File: src/rtl/pls_pkg.sv
`default_nettype none
package pls_pkg;
  localparam int CoordW   = 48;
  localparam int LenW     = 48;
  localparam int FracBits = 16;
  localparam int MaxCuts  = 63;
  localparam int CntW     = 6;
  localparam int SrcW     = 98;
  localparam int RemW     = 52;
  localparam int ModeW    = 3;
  localparam int DivCntW  = 16;
  localparam int CfgIdxW  = 2;

  localparam logic [LenW-1:0] LenMax = '1;
  localparam logic [LenW-1:0] PieceLengthRst = LenW'(5) << FracBits;
  localparam logic [DivCntW-1:0] DivCountRst = DivCntW'(5);

  localparam logic [CfgIdxW-1:0] CFG_SPLIT_MODE     = 2'd0;
  localparam logic [CfgIdxW-1:0] CFG_PIECE_LENGTH   = 2'd1;
  localparam logic [CfgIdxW-1:0] CFG_DIVISION_COUNT = 2'd2;

  localparam logic [1:0] KIND_START  = 2'd0;
  localparam logic [1:0] KIND_CUT    = 2'd1;
  localparam logic [1:0] KIND_VERTEX = 2'd2;
  localparam logic [1:0] KIND_ERROR  = 2'd3;

  localparam logic [1:0] OP_MUL  = 2'd0;
  localparam logic [1:0] OP_DIV  = 2'd1;
  localparam logic [1:0] OP_SQRT = 2'd2;

  localparam logic [ModeW-1:0] MODE_FULL  = 3'd0;
  localparam logic [ModeW-1:0] MODE_CARRY = 3'd1;
  localparam logic [ModeW-1:0] MODE_EVEN  = 3'd2;
  localparam logic [ModeW-1:0] MODE_COUNT = 3'd3;
  localparam logic [ModeW-1:0] MODE_HALF  = 3'd4;

  typedef struct packed {
    logic            start;
    logic [1:0]      op;
    logic [SrcW-1:0] opa;
    logic [LenW-1:0] opb;
  } unit_cmd_t;

  typedef struct packed {
    logic            done;
    logic [SrcW-1:0] q;
    logic [RemW-1:0] r;
  } unit_res_t;
endpackage
`default_nettype wire

File: src/rtl/pls_unit.sv
`default_nettype none
module pls_unit (
  input  logic                clk,
  input  logic                rst_n,
  input  pls_pkg::unit_cmd_t  cmd,
  output pls_pkg::unit_res_t  res
);
  import pls_pkg::*;

  localparam logic [6:0] MulLast  = 7'(LenW - 1);
  localparam logic [6:0] DivLast  = 7'(SrcW - 1);
  localparam logic [6:0] SqrtLast = 7'(SrcW / 2 - 1);

  logic            busy_r;
  logic            done_r;
  logic [1:0]      op_r;
  logic [6:0]      cnt_r;
  logic [SrcW-1:0] src_r;
  logic [SrcW-1:0] acc_r;
  logic [LenW-1:0] opb_r;
  logic [RemW-1:0] rem_r;
  logic [6:0]      last_cnt;

  logic [SrcW-1:0] mul_sum;
  logic [LenW:0]   div_t;
  logic [LenW:0]   div_d;
  logic            div_ge;
  logic [RemW-1:0] sq_t;
  logic [RemW-1:0] sq_trial;
  logic            sq_ge;

  always_comb begin
    mul_sum  = {acc_r[SrcW-2:0], 1'b0} + (opb_r[LenW-1] ? SrcW'(src_r[LenW-1:0]) : '0);
    div_t    = {rem_r[LenW-1:0], src_r[SrcW-1]};
    div_ge   = div_t >= {1'b0, opb_r};
    div_d    = div_t - {1'b0, opb_r};
    sq_t     = {rem_r[RemW-3:0], src_r[SrcW-1:SrcW-2]};
    sq_trial = {acc_r[RemW-3:0], 2'b01};
    sq_ge    = sq_t >= sq_trial;
    unique case (op_r)
      OP_MUL:  last_cnt = MulLast;
      OP_DIV:  last_cnt = DivLast;
      default: last_cnt = SqrtLast;
    endcase
  end

  always_ff @(posedge clk) begin
    if (!rst_n) begin
      busy_r <= 1'b0;
      done_r <= 1'b0;
      cnt_r  <= '0;
      op_r   <= OP_MUL;
    end else begin
      done_r <= 1'b0;
      if (!busy_r && cmd.start) begin
        busy_r <= 1'b1;
        cnt_r  <= '0;
        op_r   <= cmd.op;
      end else if (busy_r) begin
        cnt_r <= cnt_r + 7'd1;
        if (cnt_r == last_cnt) begin
          busy_r <= 1'b0;
          done_r <= 1'b1;
        end
      end
    end
  end

  always_ff @(posedge clk) begin
    if (!busy_r && cmd.start) begin
      src_r <= cmd.opa;
      opb_r <= cmd.opb;
      acc_r <= '0;
      rem_r <= '0;
    end else if (busy_r) begin
      unique case (op_r)
        OP_MUL: begin
          acc_r <= mul_sum;
          opb_r <= {opb_r[LenW-2:0], 1'b0};
        end
        OP_DIV: begin
          acc_r <= {acc_r[SrcW-2:0], div_ge};
          rem_r <= RemW'(div_ge ? div_d[LenW-1:0] : div_t[LenW-1:0]);
          src_r <= {src_r[SrcW-2:0], 1'b0};
        end
        default: begin
          acc_r <= {acc_r[SrcW-2:0], sq_ge};
          rem_r <= sq_ge ? sq_t - sq_trial : sq_t;
          src_r <= {src_r[SrcW-3:0], 2'b00};
        end
      endcase
    end
  end

  assign res.done = done_r;
  assign res.q    = acc_r;
  assign res.r    = rem_r;
endmodule
`default_nettype wire

File: config.mk
export PLATFORM = sky130hd
export DESIGN_NAME = pls_unit
export DESIGN_NICKNAME = d
export VERILOG_FILES = /design/src/rtl/pls_pkg.sv /design/src/rtl/pls_unit.sv
export SDC_FILE = /design/constraint.sdc
export NUM_CORES = 1
export LEC_CHECK = 0
export BUFFER_PORTS_ARGS = -buffer_cell sky130_fd_sc_hd__buf_2
export CAP_MARGIN = 20
export CELL_PAD_IN_SITES_DETAIL_PLACEMENT = 0
export CELL_PAD_IN_SITES_GLOBAL_PLACEMENT = 1
export CORE_ASPECT_RATIO = 1.75
export CORE_MARGIN = 2
export CORE_UTILIZATION = 40
export CTS_CLUSTER_DIAMETER = 40
export DETAILED_ROUTE_END_ITERATION = 8
export GPL_ROUTABILITY_DRIVEN = 0
export PLACE_DENSITY_LB_ADDON = 0.1
export SLEW_MARGIN = 20
export SYNTH_ARGS = -nofsm -noshare
export SYNTH_HDL_FRONTEND = slang
export SYNTH_SLANG_ARGS = --single-unit
File: constraint.sdc
create_clock -name clk -period 4.66 [get_ports clk]
set_input_delay 0.932 -clock clk [delete_from_list [all_inputs] [get_ports clk]]
set_output_delay 0.932 -clock clk [all_outputs]
set_load 0.1 [all_outputs]
## Yosys cells after proc, flatten, opt, wreduce, memory -nomap -nowiden

Cells that the tools add are included.

- Register bits after elaboration: 307
- Input bits: 151
- Output and inout port bits: 151
- Word-level logic and storage cells: 46

- Add/subtract/negate cells: 4
- $lt $le $gt $ge: 2
- Equal/unequal tests: 3
- Mux-type cells: 16
- Bitwise logic cells: 3
- Reduce and logical (&&, ||, !) cells: 10

Operator list:

| operator | count |
|---|---|
| $pmux W98 S2 | 2 |
| $mux W48 | 5 |
| $mux W98 | 2 |
| $pmux W52 S2 | 1 |
| $add A98 B48 Y98 | 1 |
| $ge A52 B52 Y1 | 1 |
| $mux W52 | 1 |
| $sub A52 B52 Y52 | 1 |
| $ge A49 B48 Y1 | 1 |
| $sub A48 B48 Y48 | 1 |
| $pmux W7 S2 | 1 |
| $add A7 B1 Y7 const B | 1 |
| $eq A7 B7 Y1 | 1 |
| $reduce_and A2 Y1 | 3 |
| $mux W1 | 4 |
| $reduce_bool A2 Y1 | 2 |
| $not A1 Y1 | 3 |
| $reduce_or A3 Y1 | 1 |
| $eq A2 B1 Y1 const B | 1 |
| $logic_not A2 Y1 | 1 |
| $ne A2 B2 Y1 const B | 1 |
| $reduce_or A2 Y1 | 1 |
| $logic_and A1 B1 Y1 | 1 |
| $logic_not A1 Y1 | 1 |

## Depth between registers and ports, before layout

- Depth after elaboration: 6
- Depth in mapped cells: 15
- Depth with buffers taken out: 13

## Least setup slack after synthesis

Ideal clock, no wire load.

- Kind: reg-to-reg
- From: register acc_r[18]
- To: register rem_r[43]
- Library setup time: 120 ps
- Arrival time: 3848 ps
- Required time: 4540 ps
- Setup slack: 693 ps
- Stages on the path, launching flop included: 15
- Buffers on the path: 2
- Period minus slack after synthesis: 3967 ps
- Path through: dfxtp_1 -> inv_1 -> ha_1 -> clkbuf_2 -> nand4_1 -> or4_1 -> or4_1 -> o211a_1 -> o21a_1 -> o41a_4 -> and2_1 -> buf_2 -> a22oi_1 -> o21ai_1 -> a211o_1

- Word-level cells in the longest chain between the ends: 3
- Elaborated cells between the ends (all ways): 4
- Classes of those cells: add/sub: 1; order compare: 1; mux: 2

RTL lines:

| what | line | RTL |
|---|---|---|
| start, declared | pls_unit.sv:19 | `logic [SrcW-1:0] acc_r;` |
| start signal, assigned | pls_unit.sv:78 | `acc_r <= mul_sum;` |
| start signal, assigned | pls_unit.sv:82 | `acc_r <= {acc_r[SrcW-2:0], div_ge};` |
| start signal, assigned | pls_unit.sv:87 | `acc_r <= {acc_r[SrcW-2:0], sq_ge};` |
| $sub A52 B52 Y52 / $ge A52 B52 Y1 (equally long branches) | pls_unit.sv:88, pls_unit.sv:39 |  |
| $mux W52 * | pls_unit.sv:88 | `rem_r <= sq_ge ? sq_t - sq_trial : sq_t;` |
| $pmux W52 S2 * | pls_unit.sv:76 | `unique case (op_r)` |
| end signal, assigned | pls_unit.sv:83 | `rem_r <= RemW'(div_ge ? div_d[LenW-1:0] : div_t[LenW-1:0]);` |
| end signal, assigned | pls_unit.sv:88 |  |
| end, declared | pls_unit.sv:21 | `logic [RemW-1:0] rem_r;` |

Mark *: on every way between the ends. The rest lies on a longest branch, timed or not.
A chain may end at the register's enable or synchronous reset.

## Worst setup path after layout

- From: register acc_r[34]
- To: register rem_r[43]

Same word-level chain as after synthesis.

==> flow_metrics.py <==
metrics = {
    "worst_setup_path": {
        "critPathKind": "register to register",
        "crit_required_ns": 5.15,
        "reg2regPathDepth": 12,
        "critPathMaxStageDelay_ns": 0.76,
        "r2r_setup_slack_ns": 0.18,
        "crit_fanout": 30,
        "crit_path_start_kind": "register",
        "cpLargestDelayFamily": "simple AND/OR/NAND/NOR gates",
        "critPathSlowestCell": "or4_1",
        "reg2reg_from": "acc_r[34]",
        "end_kind": "register",
        "critPathMostFrequentCell": "or4_1",
        "r2r_end": "rem_r[43]",
        "crit_path_cell_trace": "inv_1 > ha_1 > nand4_1 > or4_1 > or4_1 > o211a_1 > o21a_1 > o41a_4 > and2_1 > a22oi_1 > o21ai_1 > a211o_1",
        "crit_arrival_ns": 4.97,
        "worst-path-buf-inv": 1,
    },
    "placement": {
        "io_buffers": 301,
        "hpwl_um": 63000,
    },
    "layout": {
        "area_delta_synth_final_pct": 16.6,
        "drive_above_1_share_pct": 14.4,
        "finalCoreUtilization_pct": 46.9,
        "n_antenna_cell": 0,
        "fill_cells": 5987,
        "layout.nets": 3584,
    },
    "power_and_ir_drop": {
        "ir_drop_uv": 305,
        "p_leak_nw": 11.6,
        "powerDensity_nw_per_um2": 646,
    },
    "global_routing": {
        "grt_pass1_wl_um": 127000,
        "grt_usage_pct": 25.9,
        "grt_max_degree": 102,
        "grt-ovfl-total": 0,
        "grt_antenna_before_repair": 3,
        "grt_pass1_vias": 23100,
    },
    "synth": {
        "synth_area_leaders": "edfxtp_1, dfxtp_1, nand2_1",
        "yosys.area.top_type_share_pct": 18.5,
        "synth_top_area_cell": "edfxtp_1",
        "synth_most_common_cell": "nand2_1",
        "seq_area_frac_synth_pct": 32.1,
        "syn_inst": 3055,
        "synth-seq-cells": 307,
        "synthDistinctLibCells": 75,
        "async_reset_ff_share_pct": 0,
        "avgSynthCellArea_um2": 7.75,
        "synth-edff-count": 146,
        "synth-warning-count": 0,
        "synthesis.nets": 3356,
        "synth_ff_type": "dfxtp_1",
        "yosys-top-cells-count": "nand2_1, o21ai_0, nor2_1, a21oi_1, dfxtp_1",
        "syn_area_um2": 23700,
    },
    "floorplan": {
        "initial_core_util_pct": 40.2,
        "dieHeight_um": 326,
        "rows": 118,
        "core_area_um2": 58900,
        "ios": 302,
        "die_area_um2": 61200,
        "dieWidth_um": 188,
    },
    "clocking": {
        "numCtsBuffers": 48,
        "cts_buffer_depth": 3,
        "cts_tree": "yes",
        "postCtsSetupBuffers": 0,
        "h-tree-depth": 2,
        "cts_root_buf": "clkbuf_16",
        "clk_latency_ns": 0.62,
        "cts.sinks": 307,
        "cts.reportedPaths.clkPinSlew_ns": 0.06,
    },
    "detailed_routing": {
        "drt_pass1_iterations": 5,
        "drt_drc_violations_left": 0,
        "wirelength_um": 81200,
        "routedWlPerCell_um": 19.8,
        "drt-vias-per-instance": 5.65,
        "vias": 23200,
        "drt_iter0_markers": 1264,
        "ant_nets": 0,
    },
    "run": {
        "maxCapViolCount": 0,
    },
    "min_path": {
        "worstHoldStart": "rem_r[51]",
        "whs_path_depth": 2,
        "holdCritPathClass": "register to register",
        "holdPathEnd": "rem_r[51]",
    },
    "timing": {
        "clock-skew-final_ns": 0.0271,
        "rsz0062_at_grt": "no",
        "holdWs_ns": 0.493,
        "layout_min_cycle_time_ns": 4.48,
        "fin_crit_sh_pct": 96.2,
        "hold_viol": 0,
        "tns_ns": 0,
        "slew_headroom_pct": 32.6,
        "fmax_mhz": 223,
        "slew_viol_final": 0,
        "setup_viol": 0,
        "worst_pin_slew_ns": 1.00,
    },
    "run_status": {
        "outcome": "completed",
    },
}
[how the worst max path moves through the flow]
| stage | depth (start not counted) | to | from |
|---|---|---|---|
| after floorplan | 14 | rem_r[43] | acc_r[18] |
| after global placement | 12 | rem_r[47] | acc_r[34] |
| after detailed placement | 12 | rem_r[47] | acc_r[34] |
| after CTS | 12 | rem_r[47] | acc_r[34] |
| after global routing | 12 | rem_r[43] | acc_r[34] |
| final | 12 | rem_r[43] | acc_r[34] |
[registers in the layout (all words and copies together), names as in the netlist]
register  count
acc_r        98
busy_r        1
cnt_r         7
done_r        1
op_r          2
opb_r        48
rem_r        52
src_r        98
[layout by cell type (no fill, tap or decap), types with 61 or more instances in the layout]
| cell | synthesis | final |
|---|---|---|
| inv_1 | 142 | 140 |
| a31oi_1 | 115 | 115 |
| edfxtp_1 | 146 | 146 |
| nand2_1 | 515 | 513 |
| nand3_1 | 61 | 61 |
| o21ai_0 | 268 | 268 |
| a21o_1 | 61 | 61 |
| xor2_1 | 80 | 80 |
| and2_1 | 64 | 64 |
| nor2_1 | 241 | 236 |
| dfxtp_1 | 161 | 160 |
| buf_2 | 24 | 301 |
| nand4_1 | 66 | 66 |
| xnor2_1 | 106 | 106 |
| a21oi_1 | 204 | 204 |
| ha_1 | 148 | 148 |
[layout make-up]
cell class	instances	area (um^2)	share of cell area (%)
inverter	142	536	1.94
multi-input combinational	2425	14800	53.8
clock buffer	55	1290	4.67
timing repair buffer	359	2040	7.40
tap	780	976	3.54
sequential	307	7610	27.6
clock inverter	35	308	1.11
[per-stage QoR]
| step | worst slack [ns] | std cells | instance area (um^2) | total power [mW] |
|---|---|---|---|---|
| 3_5_place_dp | 0.189 | 4013 | 26000 | 14.2 |
| 6_report | 0.177 | 4103 | 27600 | 17.8 |
| 4_1_cts | 0.119 | 4103 | 27600 | 17.9 |
| 5_1_grt | 0.0654 | 4103 | 27600 | 19.0 |
| 2_1_floorplan | 0.693 | 3055 | 23700 | 11.7 |
| 3_3_place_gp | 0.232 | 4013 | 26000 | 14.2 |
[what timing repair did]
item                       in CTS  in global routing
hold buffers                    0                  0
gates resized for setup         0                  1
setup endpoints to repair       0                  1
[worst register-to-register path, cell delays in order, from the launching register on]
cell     delay (ns)
dfxtp_1        0.55
inv_1          0.09
ha_1           0.45
nand4_1        0.45
or4_1          0.76
or4_1          0.52
o211a_1        0.17
o21a_1         0.18
o41a_4         0.23
and2_1         0.39
a22oi_1        0.22
o21ai_1        0.10
a211o_1        0.23
[power by group]
part | switching [mW] | internal [mW] | leakage (nW)
Clock | 1.48 | 2.09 | 0.778
Sequential | 0.587 | 3.28 | 2.72
Combinational | 6.98 | 3.41 | 8.12
Total | 9.05 | 8.78 | 11.6
[layer usage]
metal / global-route usage [%] / part of all wire [%] / vias to the layer above
li1: - / - / 11500
met1: 29.8 / 40 / 10800
met2: 46.4 / 50 / 694
met3: 3.96 / 5.0 / 180
met4: 12.8 / 5.1 / 4
met5: 0 / 0.027 / -
[cell families (layout without fill, tap and decap cells)]
logic type	count (synthesis)	count (layout)	synth area share, %
AOI/OAI and AO/OA	959	959	25.5
buffers and inverters	323	591	5.36
adders and majority gates	150	150	7.99
DFF	307	307	32.1
muxes	30	30	1.27
and+or+nand+nor	1100	1100	20.8
xor gates and xnor gates	186	186	6.88
No activity file was read; power rests on OpenSTA's default activity.
